**config.mk**
```make
export PLATFORM = sky130hd
export DESIGN_NAME = euclidean_rhythm_pattern
export DESIGN_NICKNAME = d
export VERILOG_FILES = /design/src/rtl/erp_pkg.sv /design/src/rtl/erp_ram.sv /design/src/rtl/euclidean_rhythm_pattern.sv
export SDC_FILE = /design/constraint.sdc
export NUM_CORES = 1
export LEC_CHECK = 0
export BUFFER_PORTS_ARGS = -buffer_cell sky130_fd_sc_hd__buf_4
export CAP_MARGIN = 20
export CORE_MARGIN = 3
export CORE_UTILIZATION = 52
export CTS_CLUSTER_DIAMETER = 100
export DETAILED_ROUTE_END_ITERATION = 8
export PLACE_DENSITY = 0.74
export SYNTH_ARGS = -nofsm -noshare
export SYNTH_HDL_FRONTEND = slang
export SYNTH_HIERARCHICAL = 1
export SYNTH_SLANG_ARGS = --single-unit
```
**constraint.sdc**
```tcl
create_clock -name clk_i -period 8.2 [get_ports clk_i]
set_clock_uncertainty 0.15 [all_clocks]
set_input_delay 0.41 -clock clk_i [delete_from_list [all_inputs] [get_ports clk_i]]
set_output_delay 0.41 -clock clk_i [all_outputs]
set_load 0.01 [all_outputs]
```
**src/rtl/erp_pkg.sv**
```systemverilog
// Package for the Euclidean rhythm pattern block.
// Port field widths shared by the top level; no dependencies.
`default_nettype none

package erp_pkg;

  localparam int IN_W  = 7;   // steps / pulses request fields
  localparam int PAT_W = 64;  // onset pattern field
  localparam int LEN_W = 7;   // effective length field

endpackage

`default_nettype wire

```
**src/rtl/erp_ram.sv**
```systemverilog
// Generic single-write, single-read RAM with registered read data.
// No dependencies.
`default_nettype none

module erp_ram #(
  parameter int Width = 1,
  parameter int Depth = 64
) (
  input  wire logic                     clk_i,
  input  wire logic                     we_i,
  input  wire logic [$clog2(Depth)-1:0] waddr_i,
  input  wire logic [Width-1:0]         wdata_i,
  input  wire logic [$clog2(Depth)-1:0] raddr_i,
  output      logic [Width-1:0]         rdata_o
);

  logic [Width-1:0] mem_q [Depth];

  always_ff @(posedge clk_i) begin
    if (we_i) begin
      mem_q[waddr_i] <= wdata_i;
    end
    rdata_o <= mem_q[raddr_i];
  end

endmodule

`default_nettype wire

```
**src/rtl/euclidean_rhythm_pattern.sv**
```systemverilog
// Euclidean rhythm generator (Bjorklund grouping), top level.
// Depends on erp_pkg (field widths) and erp_ram (sequence buffers).
`default_nettype none

// Usage: raise start with steps_i / pulses_i while busy is low; the item is
// taken at that clock edge and busy rises. Both fields saturate at MAX_STEPS,
// and the length is raised to the pulse count when pulses exceed steps.
// The result (pattern_o, length_o) is shown for exactly one cycle with
// done_o high; the receiver cannot stall it, so it must capture it then.
// busy drops in that same cycle, so a new item may be started right away.
// Sequence: an item first seeds the sequence, then makes one regrouping
// pass per Bjorklund step (a loop check, a setup step, bit-by-bit copying
// with idle steps at group boundaries, and a step to close the pass), then
// a final loop check and a serial readout of the pattern. The single-bit
// read/write port pair of the ping-pong sequence buffers sets the pace.
module euclidean_rhythm_pattern
#(
  parameter int MAX_STEPS = 64
) (
  input  wire logic                       clk_i,
  input  wire logic                       rst_ni,
  input  wire logic                       start,
  output      logic                       busy,
  input  wire logic [erp_pkg::IN_W-1:0]   steps_i,
  input  wire logic [erp_pkg::IN_W-1:0]   pulses_i,
  output      logic                       done_o,
  output      logic [erp_pkg::PAT_W-1:0]  pattern_o,
  output      logic [erp_pkg::LEN_W-1:0]  length_o
);

  import erp_pkg::*;

  localparam int CW = $clog2(MAX_STEPS + 1);  // counts 0..MAX_STEPS
  localparam int AW = $clog2(MAX_STEPS);      // buffer address
  localparam int PW = 2 * CW;                 // group-count * group-size

  typedef enum logic [2:0] {
    ST_IDLE,
    ST_INIT,   // seed k onsets then rests
    ST_CHECK,  // loop test, form leading-region end
    ST_BOUND,  // guard on leading-region end, set up pass
    ST_PASS,   // interleave one bit per cycle, except at group boundaries, into the other buffer
    ST_READ    // serial readout into the pattern register
  } state_e;

  state_e          state_q, state_d;
  logic            busy_q, busy_d;
  logic            done_q, done_d;
  logic            cur_q, cur_d;        // which buffer holds the sequence
  logic [CW-1:0]   n_q, n_d, k_q, k_d;
  logic [CW-1:0]   lead_cnt_q, lead_cnt_d, rem_cnt_q, rem_cnt_d;
  logic [CW-1:0]   lead_sz_q, lead_sz_d, rem_sz_q, rem_sz_d;
  logic [PW-1:0]   lead_end_q, lead_end_d;
  logic [CW-1:0]   li_q, li_d, ri_q, ri_d, t_q, t_d, j_q, j_d;
  logic            rem_ph_q, rem_ph_d;  // 0: leading group, 1: remainder group
  logic            pend_q, pend_d;      // copy write due next cycle
  logic [AW-1:0]   waddr_q, waddr_d;
  logic [CW-1:0]   ic_q, ic_d;          // readout issue index
  logic            sv_q, sv_d;          // readout shift due
  logic            bv_q, bv_d;          // shifted bit is inside the length
  logic [MAX_STEPS-1:0] pat_q, pat_d;
  logic [PAT_W-1:0] pattern_q, pattern_d;
  logic [LEN_W-1:0] length_q, length_d;

  // Request saturation and length raise
  logic [CW-1:0] sat_n, sat_k;
  assign sat_n = (steps_i  > IN_W'(MAX_STEPS)) ? CW'(MAX_STEPS) : steps_i[CW-1:0];
  assign sat_k = (pulses_i > IN_W'(MAX_STEPS)) ? CW'(MAX_STEPS) : pulses_i[CW-1:0];

  // Buffer ports
  logic          rd_bit;
  logic [1:0]    rdata;
  logic [AW-1:0] raddr;
  logic          wr_en, wr_bit, wr_sel;
  logic [AW-1:0] wr_addr;
  logic          init_we;

  assign rd_bit  = cur_q ? rdata[1] : rdata[0];
  assign init_we = (state_q == ST_INIT) && (t_q != n_q);
  assign wr_en   = init_we || pend_q;
  assign wr_addr = init_we ? t_q[AW-1:0] : waddr_q;
  assign wr_bit  = init_we ? (t_q < k_q) : rd_bit;
  // seeding writes the current buffer, copies go to the other one
  assign wr_sel  = init_we ? cur_q : ~cur_q;

  for (genvar b = 0; b < 2; b++) begin : g_buf
    erp_ram #(
      .Width (1),
      .Depth (MAX_STEPS)
    ) u_buf (
      .clk_i   (clk_i),
      .we_i    (wr_en && (wr_sel == 1'(b))),
      .waddr_i (wr_addr),
      .wdata_i (wr_bit),
      .raddr_i (raddr),
      .rdata_o (rdata[b])
    );
  end

  always_comb begin
    state_d    = state_q;
    busy_d     = busy_q;
    done_d     = 1'b0;
    cur_d      = cur_q;
    n_d        = n_q;
    k_d        = k_q;
    lead_cnt_d = lead_cnt_q;
    rem_cnt_d  = rem_cnt_q;
    lead_sz_d  = lead_sz_q;
    rem_sz_d   = rem_sz_q;
    lead_end_d = lead_end_q;
    li_d       = li_q;
    ri_d       = ri_q;
    t_d        = t_q;
    j_d        = j_q;
    rem_ph_d   = rem_ph_q;
    pend_d     = 1'b0;
    waddr_d    = waddr_q;
    ic_d       = ic_q;
    sv_d       = 1'b0;
    bv_d       = bv_q;
    pat_d      = pat_q;
    pattern_d  = pattern_q;
    length_d   = length_q;
    raddr      = '0;

    case (state_q)
      ST_IDLE: begin
        if (start) begin
          n_d        = (sat_k > sat_n) ? sat_k : sat_n;
          k_d        = sat_k;
          lead_cnt_d = sat_k;
          rem_cnt_d  = ((sat_k > sat_n) ? sat_k : sat_n) - sat_k;
          lead_sz_d  = CW'(1);
          rem_sz_d   = CW'(1);
          t_d        = '0;
          busy_d     = 1'b1;
          state_d    = ST_INIT;
        end
      end

      ST_INIT: begin
        if (t_q == n_q) begin
          state_d = ST_CHECK;
        end else begin
          t_d = t_q + CW'(1);
        end
      end

      ST_CHECK: begin
        if ((lead_cnt_q > CW'(1)) && (rem_cnt_q > CW'(1))) begin
          lead_end_d = PW'(lead_cnt_q) * PW'(lead_sz_q);
          state_d    = ST_BOUND;
        end else begin
          ic_d    = '0;
          state_d = ST_READ;
        end
      end

      ST_BOUND: begin
        if (lead_end_q > PW'(n_q)) begin
          ic_d    = '0;
          state_d = ST_READ;
        end else begin
          li_d     = '0;
          ri_d     = lead_end_q[CW-1:0];
          t_d      = '0;
          j_d      = '0;
          rem_ph_d = 1'b0;
          state_d  = ST_PASS;
        end
      end

      ST_PASS: begin
        if (t_q == n_q) begin
          // pass complete: last pending copy lands this cycle
          cur_d = ~cur_q;
          if (rem_cnt_q >= lead_cnt_q) begin
            rem_cnt_d = rem_cnt_q - lead_cnt_q;
            lead_sz_d = lead_sz_q + rem_sz_q;
          end else begin
            lead_cnt_d = rem_cnt_q;
            rem_cnt_d  = lead_cnt_q - rem_cnt_q;
            lead_sz_d  = lead_sz_q + rem_sz_q;
            rem_sz_d   = lead_sz_q;
          end
          state_d = ST_CHECK;
        end else if (!rem_ph_q) begin
          if ((PW'(li_q) < lead_end_q) && (j_q < lead_sz_q)) begin
            raddr   = li_q[AW-1:0];
            pend_d  = 1'b1;
            waddr_d = t_q[AW-1:0];
            li_d    = li_q + CW'(1);
            t_d     = t_q + CW'(1);
            j_d     = j_q + CW'(1);
          end else begin
            rem_ph_d = 1'b1;
            j_d      = '0;
          end
        end else begin
          if ((ri_q < n_q) && (j_q < rem_sz_q)) begin
            raddr   = ri_q[AW-1:0];
            pend_d  = 1'b1;
            waddr_d = t_q[AW-1:0];
            ri_d    = ri_q + CW'(1);
            t_d     = t_q + CW'(1);
            j_d     = j_q + CW'(1);
          end else begin
            rem_ph_d = 1'b0;
            j_d      = '0;
          end
        end
      end

      ST_READ: begin
        if (ic_q != CW'(MAX_STEPS)) begin
          raddr = ic_q[AW-1:0];
          sv_d  = 1'b1;
          bv_d  = (ic_q < n_q);
          ic_d  = ic_q + CW'(1);
        end
        if (sv_q) begin
          pat_d = {bv_q & rd_bit, pat_q[MAX_STEPS-1:1]};
        end
        if ((ic_q == CW'(MAX_STEPS)) && !sv_q) begin
          pattern_d = PAT_W'(pat_q);
          length_d  = LEN_W'(n_q);
          done_d    = 1'b1;
          busy_d    = 1'b0;
          state_d   = ST_IDLE;
        end
      end

      default: begin
        state_d = ST_IDLE;
        busy_d  = 1'b0;
      end
    endcase
  end

  always_ff @(posedge clk_i or negedge rst_ni) begin
    if (!rst_ni) begin
      state_q <= ST_IDLE;
      busy_q  <= 1'b0;
      done_q  <= 1'b0;
      cur_q   <= 1'b0;
      pend_q  <= 1'b0;
      sv_q    <= 1'b0;
    end else begin
      state_q <= state_d;
      busy_q  <= busy_d;
      done_q  <= done_d;
      cur_q   <= cur_d;
      pend_q  <= pend_d;
      sv_q    <= sv_d;
    end
  end

  // datapath registers, no reset
  always_ff @(posedge clk_i) begin
    n_q        <= n_d;
    k_q        <= k_d;
    lead_cnt_q <= lead_cnt_d;
    rem_cnt_q  <= rem_cnt_d;
    lead_sz_q  <= lead_sz_d;
    rem_sz_q   <= rem_sz_d;
    lead_end_q <= lead_end_d;
    li_q       <= li_d;
    ri_q       <= ri_d;
    t_q        <= t_d;
    j_q        <= j_d;
    rem_ph_q   <= rem_ph_d;
    waddr_q    <= waddr_d;
    ic_q       <= ic_d;
    bv_q       <= bv_d;
    pat_q      <= pat_d;
    pattern_q  <= pattern_d;
    length_q   <= length_d;
  end

  assign busy      = busy_q;
  assign done_o    = done_q;
  assign pattern_o = pattern_q;
  assign length_o  = length_q;

endmodule

`default_nettype wire
```
==> results of run 1 <==
[cells by family after synthesis]
family,count (synthesis)
xor gates and xnor gates,56
and+or+nand+nor,472
DFF,372
buffers and inverters,131
muxes,62
AOI/OAI and AO/OA,154
adders and majority gates,141
[worst max-delay path: stages, from the launching register on]
cell      delay [ns]
edfxtp_1        0.45
inv_1           0.19
nor2_1          0.09
fa_1            0.54
inv_1           0.05
fa_1            0.48
inv_1           0.06
fa_1            0.54
inv_1           0.06
fa_1            0.53
inv_1           0.04
ha_1            0.32
o21ai_0         0.31
nand2b_1        0.10
a31oi_1         0.32
o21bai_1        0.10
a21oi_1         0.19
xnor2_1         0.09
[path summary, 6_finish.rpt]
check | from | to | cells after the start
min | start | busy | 3
max | lead_cnt_q[3] | lead_end_q[11] | 17
min in group asynchronous | rst_ni | cur_q | 2
max in group asynchronous | rst_ni | busy | 2
max reg2reg | lead_cnt_q[3] | lead_end_q[11] | 17
min reg2reg | pat_q[0] | pattern_o[0] | 0
[metrics by stage]
stage	area [µm²]	cells	util, %	total power [mW]
6_report	21100	1981	60.5	7.20
4_1_cts	21000	1979	60.4	7.24
3_5_place_dp	19600	1904	56.4	5.34
2_1_floorplan	18500	1388	-	4.73
3_3_place_gp	19600	1904	56.4	5.28
5_1_grt	21100	1981	60.5	7.68
[synth_stat cells (all sizes together) (11+ instances only)]
master  number  area share [%]
edfxtp     362              59
nor2       219             4.4
ha         113             7.6
inv         89             1.8
nand2       80             1.6
a21oi       40             1.1
nand3       37             1.0
o21ai       37             1.0
xnor2       34             1.6
mux4        33             4.3
clkbuf      28            0.57
fa          28             3.0
nor3        23            0.62
xor2        22             1.0
mux2i       21             1.1
nand2b      21            0.71
nor2b       20            0.68
and2        15            0.51
a21o        12            0.49
and3        12            0.43
a211oi      11            0.47
buf         11            0.53
nand4       11            0.41
[power breakdown]
group | total (mW) | internal, mW | leakage, nW | switching, mW
Clock | 1.88 | 1.14 | 0.677 | 0.739
Sequential | 2.76 | 2.56 | 3.29 | 0.194
Combinational | 2.57 | 0.997 | 3.72 | 1.57
[state kept, by name, indices dropped and copies added (netlist names), 14 cells and up]
name / count
pat_q: 64
lead_end_q: 14
g_buf.u_buf/mem_q: 128
pattern_o: 64
[layout make-up]
type / count / area (µm²) / area share (%)
multi-input combinational: 885 / 6860 / 32.6
timing repair buffer: 104 / 792 / 3.76
tap: 455 / 569 / 2.70
clock buffer: 50 / 1080 / 5.13
inverter: 92 / 345 / 1.64
clock inverter: 23 / 303 / 1.44
sequential: 372 / 11100 / 52.8
[per-layer routing]
metal / share of wire [%] / global-route usage [%]
met5: 0 / 0
met4: 2.6 / 5.72
met3: 5.2 / 2.76
met2: 49 / 34.3
met1: 43 / 27.1
[placed cells by master (no fill, tap or decap), types with 8 or more instances in the layout]
cell,count
edfxtp_1,362
nor2_1,219
ha_1,113
buf_4,101
inv_1,89
nand2_1,79
clkbuf_16,41
a21oi_1,39
nand3_1,37
xnor2_1,34
o21ai_0,34
fa_1,28
xor2_1,22
nand2b_1,21
mux2i_1,21
mux4_2,21
nor2b_1,20
nor3_1,20
and2_1,13
a21o_1,12
mux4_1,12
and3_1,11
nand4_1,10
a211oi_1,10
clkinv_1,9
dfrtp_1,8
==> flow_metrics.env, run 1 <==
export IMPL_drv_cap=0
export IMPL_cts_sinks=372
export IMPL_clk_pin_slew_worst_paths_ns=0.06
export IMPL_fin_ws_ns=3.33
export IMPL_vias_per_cell=5.72
export IMPL_synth_main_ff_cell="edfxtp_1"
export IMPL_power_density_nw_per_um2=342
export IMPL_syn_num_nets=1546
export IMPL_r2r_slack_ns=3.33
export IMPL_syn_avg_cell_area_um2=13.3
export IMPL_dpl_hpwl_um=26000
export IMPL_grt_start_max_net_pins=129
export IMPL_ioPinCount=90
export IMPL_place_gp_congestion=0.902
export IMPL_dieHeight_um=195
export IMPL_wire_per_inst_um=19.3
export IMPL_vias=11334
export IMPL_synthMuxAreaShare_pct=5.97
export IMPL_antenna_found_initial=0
export IMPL_start_kind="flop"
export IMPL_syn_to_final_growth_pct=13.9
export IMPL_cts_path_max_buffers=3
export IMPL_dpl_worst_slack_ns=3.35
export IMPL_core_area_um2=34800
export IMPL_cts_root_buf="clkbuf_16"
export IMPL_nNetsFinal=1653
export IMPL_fillers=2641
export IMPL_drt_wl_total_um=38300
export IMPL_drv_slew=0
export IMPL_grtUsageTotal_pct=20.1
export IMPL_worst_ep_arrival_time_ns=4.99
export IMPL_overflow=0
export IMPL_status="completed"
export IMPL_ant_nets=0
export IMPL_start_util_pct=53.1
export IMPL_grt_pass1_wl_um=60900
export IMPL_io_buffers=89
export IMPL_fp_dieW_um=195
export IMPL_n_antenna_cell=0
export IMPL_fmax_mhz=205
export IMPL_drc=0
export IMPL_cts_max_level=2
export IMPL_synth_compound_area_share_pct=5.54
export IMPL_postCtsHoldBufs=2
export IMPL_clk_latency_ns=0.54
export IMPL_criticalPathCategory="flop to flop"
export IMPL_period_needed_ns=4.87
export IMPL_syn_inst=1388
export IMPL_worstMarginPinSlew_ns=1.10
export IMPL_first_iter_violations=918
export IMPL_layout_drive_gt1_share_pct=14.2
export IMPL_cts_tree="done"
export IMPL_yosys_cell_types_count=80
export IMPL_ctsResizeCount=0
export IMPL_synth_xor_area_share_pct=2.65
export IMPL_hold_path_class="input port to flop"
export IMPL_synthAdderAreaFrac_pct=10.7
export IMPL_fin_hold_ws_ns=0.0461
export IMPL_relSlewSlack_pct=26.6
export IMPL_postCtsSetupRepairBufs=0
export IMPL_numCtsBuffers=40
export IMPL_finalHoldViolCount=0
export IMPL_synth_warnings=6
export IMPL_finalCritPeriodShare_pct=59.4
export IMPL_peakVddDrop_uv=386
export IMPL_setup_viol=0
export IMPL_endpoint_kind="flop"
export IMPL_async_reset_ff_share_pct=2.15
export IMPL_yosys_area_share_simple_pct=12.1
export IMPL_grt_pass1_vias=11295
export IMPL_synth_seq_area_share_pct=60.1
export IMPL_cp_required_ns=8.33
export IMPL_cellLeakagePower_nw=7.69
export IMPL_synth_edff_count=362
export IMPL_row_count=68
export IMPL_cp_max_fo=6
export IMPL_rsz0062_at_grt="no"
export IMPL_tns_ns=0
export IMPL_synth_top_family_by_area="simple AND/OR/NAND/NOR gates"
export IMPL_drt_pass1_iter_count=5
export IMPL_syn_area_um2=18500
export IMPL_ys_seq_elements=372
export IMPL_dieArea_um2=37800
Power figures use the tool's default switching activity.
==> inputs of run 2 (changes only) <==
--- a/config.mk
+++ b/config.mk
@@ -5,6 +5,7 @@
 export SDC_FILE = /design/constraint.sdc
 export NUM_CORES = 1
 export LEC_CHECK = 0
+export ABC_AREA = 1
 export BUFFER_PORTS_ARGS = -buffer_cell sky130_fd_sc_hd__buf_4
 export CAP_MARGIN = 20
 export CORE_MARGIN = 3
==> constraint.sdc (replaced) <==
create_clock -name clk_i -period 4.7 [get_ports clk_i]
set_clock_uncertainty 0.15 [all_clocks]
set_input_delay 0.235 -clock clk_i [delete_from_list [all_inputs] [get_ports clk_i]]
set_output_delay 0.235 -clock clk_i [all_outputs]
set_load 0.01 [all_outputs]
==> run 2 against run 1 <==
Critical endpoint is now lead_end_q[10]. First-iteration DRC count rose by 26%. Synthesized cell count is 39% higher. Largest power group is now combinational cells. Register-to-register slack got worse by 3.0 ns. Sequential power up 72%. Largest cell class unchanged. Clock-buffer cell count is 6 higher.
==> flow_metrics.env, run 2 <==
export IMPL_worst_ep_arrival_time_ns=4.48
export IMPL_fmax_mhz=230
export IMPL_syn_inst=1934
export IMPL_clk_latency_ns=0.58
export IMPL_syn_to_final_growth_pct=13.9
export IMPL_cellLeakagePower_nw=9.23
export IMPL_crit_path_max_incr_delay_ns=0.55
export IMPL_grt_pass1_vias=13673
export IMPL_drt_wl_total_um=42800
export IMPL_core_area_um2=36700
export IMPL_synth_edff_count=362
export IMPL_syn_avg_cell_area_um2=10.0
export IMPL_cts_max_level=2
export IMPL_vias=13770
export IMPL_synth_warnings=6
export IMPL_rsz0062_at_grt="no"
export IMPL_layout_drive_gt1_share_pct=10.2
export IMPL_wl_met1_um=17400
export IMPL_syn_num_nets=2092
export IMPL_fillers=2908
export IMPL_synth_seq_area_share_pct=57.3
export IMPL_start_util_pct=52.9
export IMPL_yosys_top_cells_count="nand2_1, edfxtp_1, inv_1, nor2_1, nand3_1"
export IMPL_cp_required_ns=4.84
export IMPL_drc=0
export IMPL_dpl_hpwl_um=29800
export IMPL_totalPowerFinal_mw=13.0
export IMPL_first_iter_violations=1157
export IMPL_endpoint_kind="flop"
export IMPL_antenna_found_initial=0
export IMPL_dieArea_um2=39700
export IMPL_wire_per_inst_um=16.8
export IMPL_ys_seq_elements=372
export IMPL_clk_pin_slew_worst_paths_ns=0.06
export IMPL_row_count=70
export IMPL_ctsResizeCount=0
export IMPL_largest_reg_flops=128
export IMPL_worstPathCellList="nand2_1, fa_1, fa_1, inv_1, fa_1, inv_1, fa_1, inv_1, ha_1, nand2_1, inv_1, a21boi_0, nor2_1, nor2_1, xor2_1"
export IMPL_ant_nets=0
export IMPL_peakVddDrop_uv=414
export IMPL_worstMarginPinSlew_ns=1.06
export IMPL_mostFrequentLayoutCells="nand2_1, edfxtp_1, inv_1"
export IMPL_critPathTopFamily="adder cells"
export IMPL_combPwrFrac_pct=38.1
export IMPL_final_cell_count_no_fill=2551
export IMPL_power_density_nw_per_um2=589
export IMPL_criticalPathCategory="flop to flop"
export IMPL_place_gp_congestion=0.899
export IMPL_cp_max_fo=6
export IMPL_dp_cells=2467
export IMPL_ioPinCount=90
export IMPL_synthAdderAreaFrac_pct=10.2
export IMPL_overflow=0
export IMPL_fp_dieW_um=199
export IMPL_syn_area_um2=19400
export IMPL_vias_per_cell=5.40
export IMPL_dieHeight_um=199
export IMPL_setup_viol=0
export IMPL_drv_cap=0
export IMPL_synth_compound_area_share_pct=3.46
export IMPL_period_needed_ns=4.34
export IMPL_finalCritPeriodShare_pct=92.3
export IMPL_slowest_stage="fa_1"
export IMPL_clkPwrFrac_pct=25.3
export IMPL_cts_sinks=372
export IMPL_p_sw_share_pct=37.8
export IMPL_async_reset_ff_share_pct=2.15
export IMPL_synth_top_family_by_area="simple AND/OR/NAND/NOR gates"
export IMPL_nNetsFinal=2209
export IMPL_io_buffers=89
export IMPL_top_layer="met4"
export IMPL_p_seq_share_pct=36.6
export IMPL_finalHoldViolCount=0
export IMPL_drv_slew=0
export IMPL_cts_tree="done"
export IMPL_power_internal_mw=8.10
export IMPL_start_kind="flop"
export IMPL_yosys_area_top_type="edfxtp_1"
export IMPL_synthMuxAreaShare_pct=0.103
export IMPL_layout_commonest_cell="nand2_1"
export IMPL_yosys_cell_types_count=49
export IMPL_met3WireLength_um=2460
export IMPL_grt_pass1_wl_um=68900
export IMPL_tns_ns=0
export IMPL_route_met2_wl_um=21700
export IMPL_synth_xor_area_share_pct=1.81
export IMPL_synthTopCellsByArea="edfxtp_1, nand2_1, ha_1"
export IMPL_cts_root_buf="clkbuf_16"
export IMPL_top_register="g_buf.u_buf/mem_q"
export IMPL_grtUsageTotal_pct=22.0
export IMPL_numCtsBuffers=40
export IMPL_drt_pass1_iter_count=5
export IMPL_status="completed"
export IMPL_synth_top_cell_area_share_pct=56.0
export IMPL_cts_path_max_buffers=3
export IMPL_grt_start_max_net_pins=129
export IMPL_relSlewSlack_pct=28.9
export IMPL_switchingPower_mw=4.92
export IMPL_synth_main_ff_cell="edfxtp_1"
export IMPL_cp_num_buf_inv=4
export IMPL_yosys_area_share_simple_pct=20.4
export IMPL_yosysMostFrequentCell="nand2_1"
export IMPL_hold_path_class="input port to flop"
==> run 2: cell count changes after synthesis, sizes merged, moves of 11 or more <==
cell | previous run | this run
nor2b | 20 | 0
nand2 | 80 | 489
a211oi | 11 | 0
a21oi | 40 | 69
buf | 11 | 34
mux2i | 21 | 2
nand3 | 37 | 173
nand2b | 21 | 0
and3 | 12 | 1
inv | 89 | 260
xnor2 | 34 | 16
clkbuf | 28 | 15
mux4 | 33 | 0
and2 | 15 | 1
==> run 2: cell families (layout without fill, tap and decap cells) <==
kind of cell | count (synthesis) | count (layout)
AND/OR/NAND/NOR | 943 | 943
adder cells (fa/ha/maj) | 141 | 141
AO/OA/AOI/OAI | 127 | 127
multiplexers | 2 | 2
flip-flops | 372 | 372
XOR/XNOR | 40 | 40
other | 0 | 1
buffers and inverters | 309 | 457
==> run 2: path summary, 6_finish.rpt <==
path,startpoint,endpoint,slack (ns),cells after the start
setup reg to reg,lead_cnt_q[2],lead_end_q[10],0.36,15
hold / removal,pulses_i[1],k_q[1],0.04,3
min in group asynchronous,rst_ni,busy,0.60,3
hold reg to reg,pat_q[0],pattern_o[0],0.29,0
setup / recovery,lead_cnt_q[2],lead_end_q[10],0.36,15
max in group asynchronous,rst_ni,state_q[0],3.41,3
==> run 2: layout make-up <==
cell class                      count  area, µm²  area share [%]
Clock inverter                     17        231            1.05
Tap cell                          468        586            2.65
Multi-Input combinational cell   1253       7010            31.7
Sequential cell                   372      11100            50.3
Timing Repair Buffer              124        991            4.48
Antenna cell                        1       2.50          0.0113
Clock buffer                       56       1180            5.35
Inverter                          260        988            4.47
==> run 2: what timing repair did <==
action / CTS / global route
buffers inserted: 0 / 0
hold endpoints to repair: 18 / 0
hold buffers: 8 / 0
==> run 2: power groups by stage <==
stage	registers (mW)	clock network, mW	logic [mW]
after floorplan	4.75	0	3.67
after global placement	4.83	0	4.68
after detailed placement	4.84	0	4.84
after CTS	4.77	3.35	4.90
after global routing	4.80	3.47	5.65
final	4.76	3.29	4.96
==> run 2: worst min-delay path: stages <==
cell and delay, ns:
buf_4 0.09, nand2_1 0.17, inv_1 0.15
==> run 2: metal layers <==
metal  up-vias  GRT usage, %
li1       6672             -
met3        84          2.92
met5         -             0
met2       450          39.1
met4         0          8.20
met1      6564          27.6
==> run 2: metrics by stage <==
stage          instance area, µm²  utilization (%)  hold WS [ns]  worst slack (ns)
3_3_place_gp                20500             56.0       -0.0786             0.441
3_5_place_dp                20500             56.0       -0.0728             0.432
5_1_grt                     22100             60.2        0.0833            0.0818
2_1_floorplan               19400                -        -0.211             0.395
4_1_cts                     22000             60.1        0.0120             0.366
6_report                    22100             60.2        0.0425             0.360
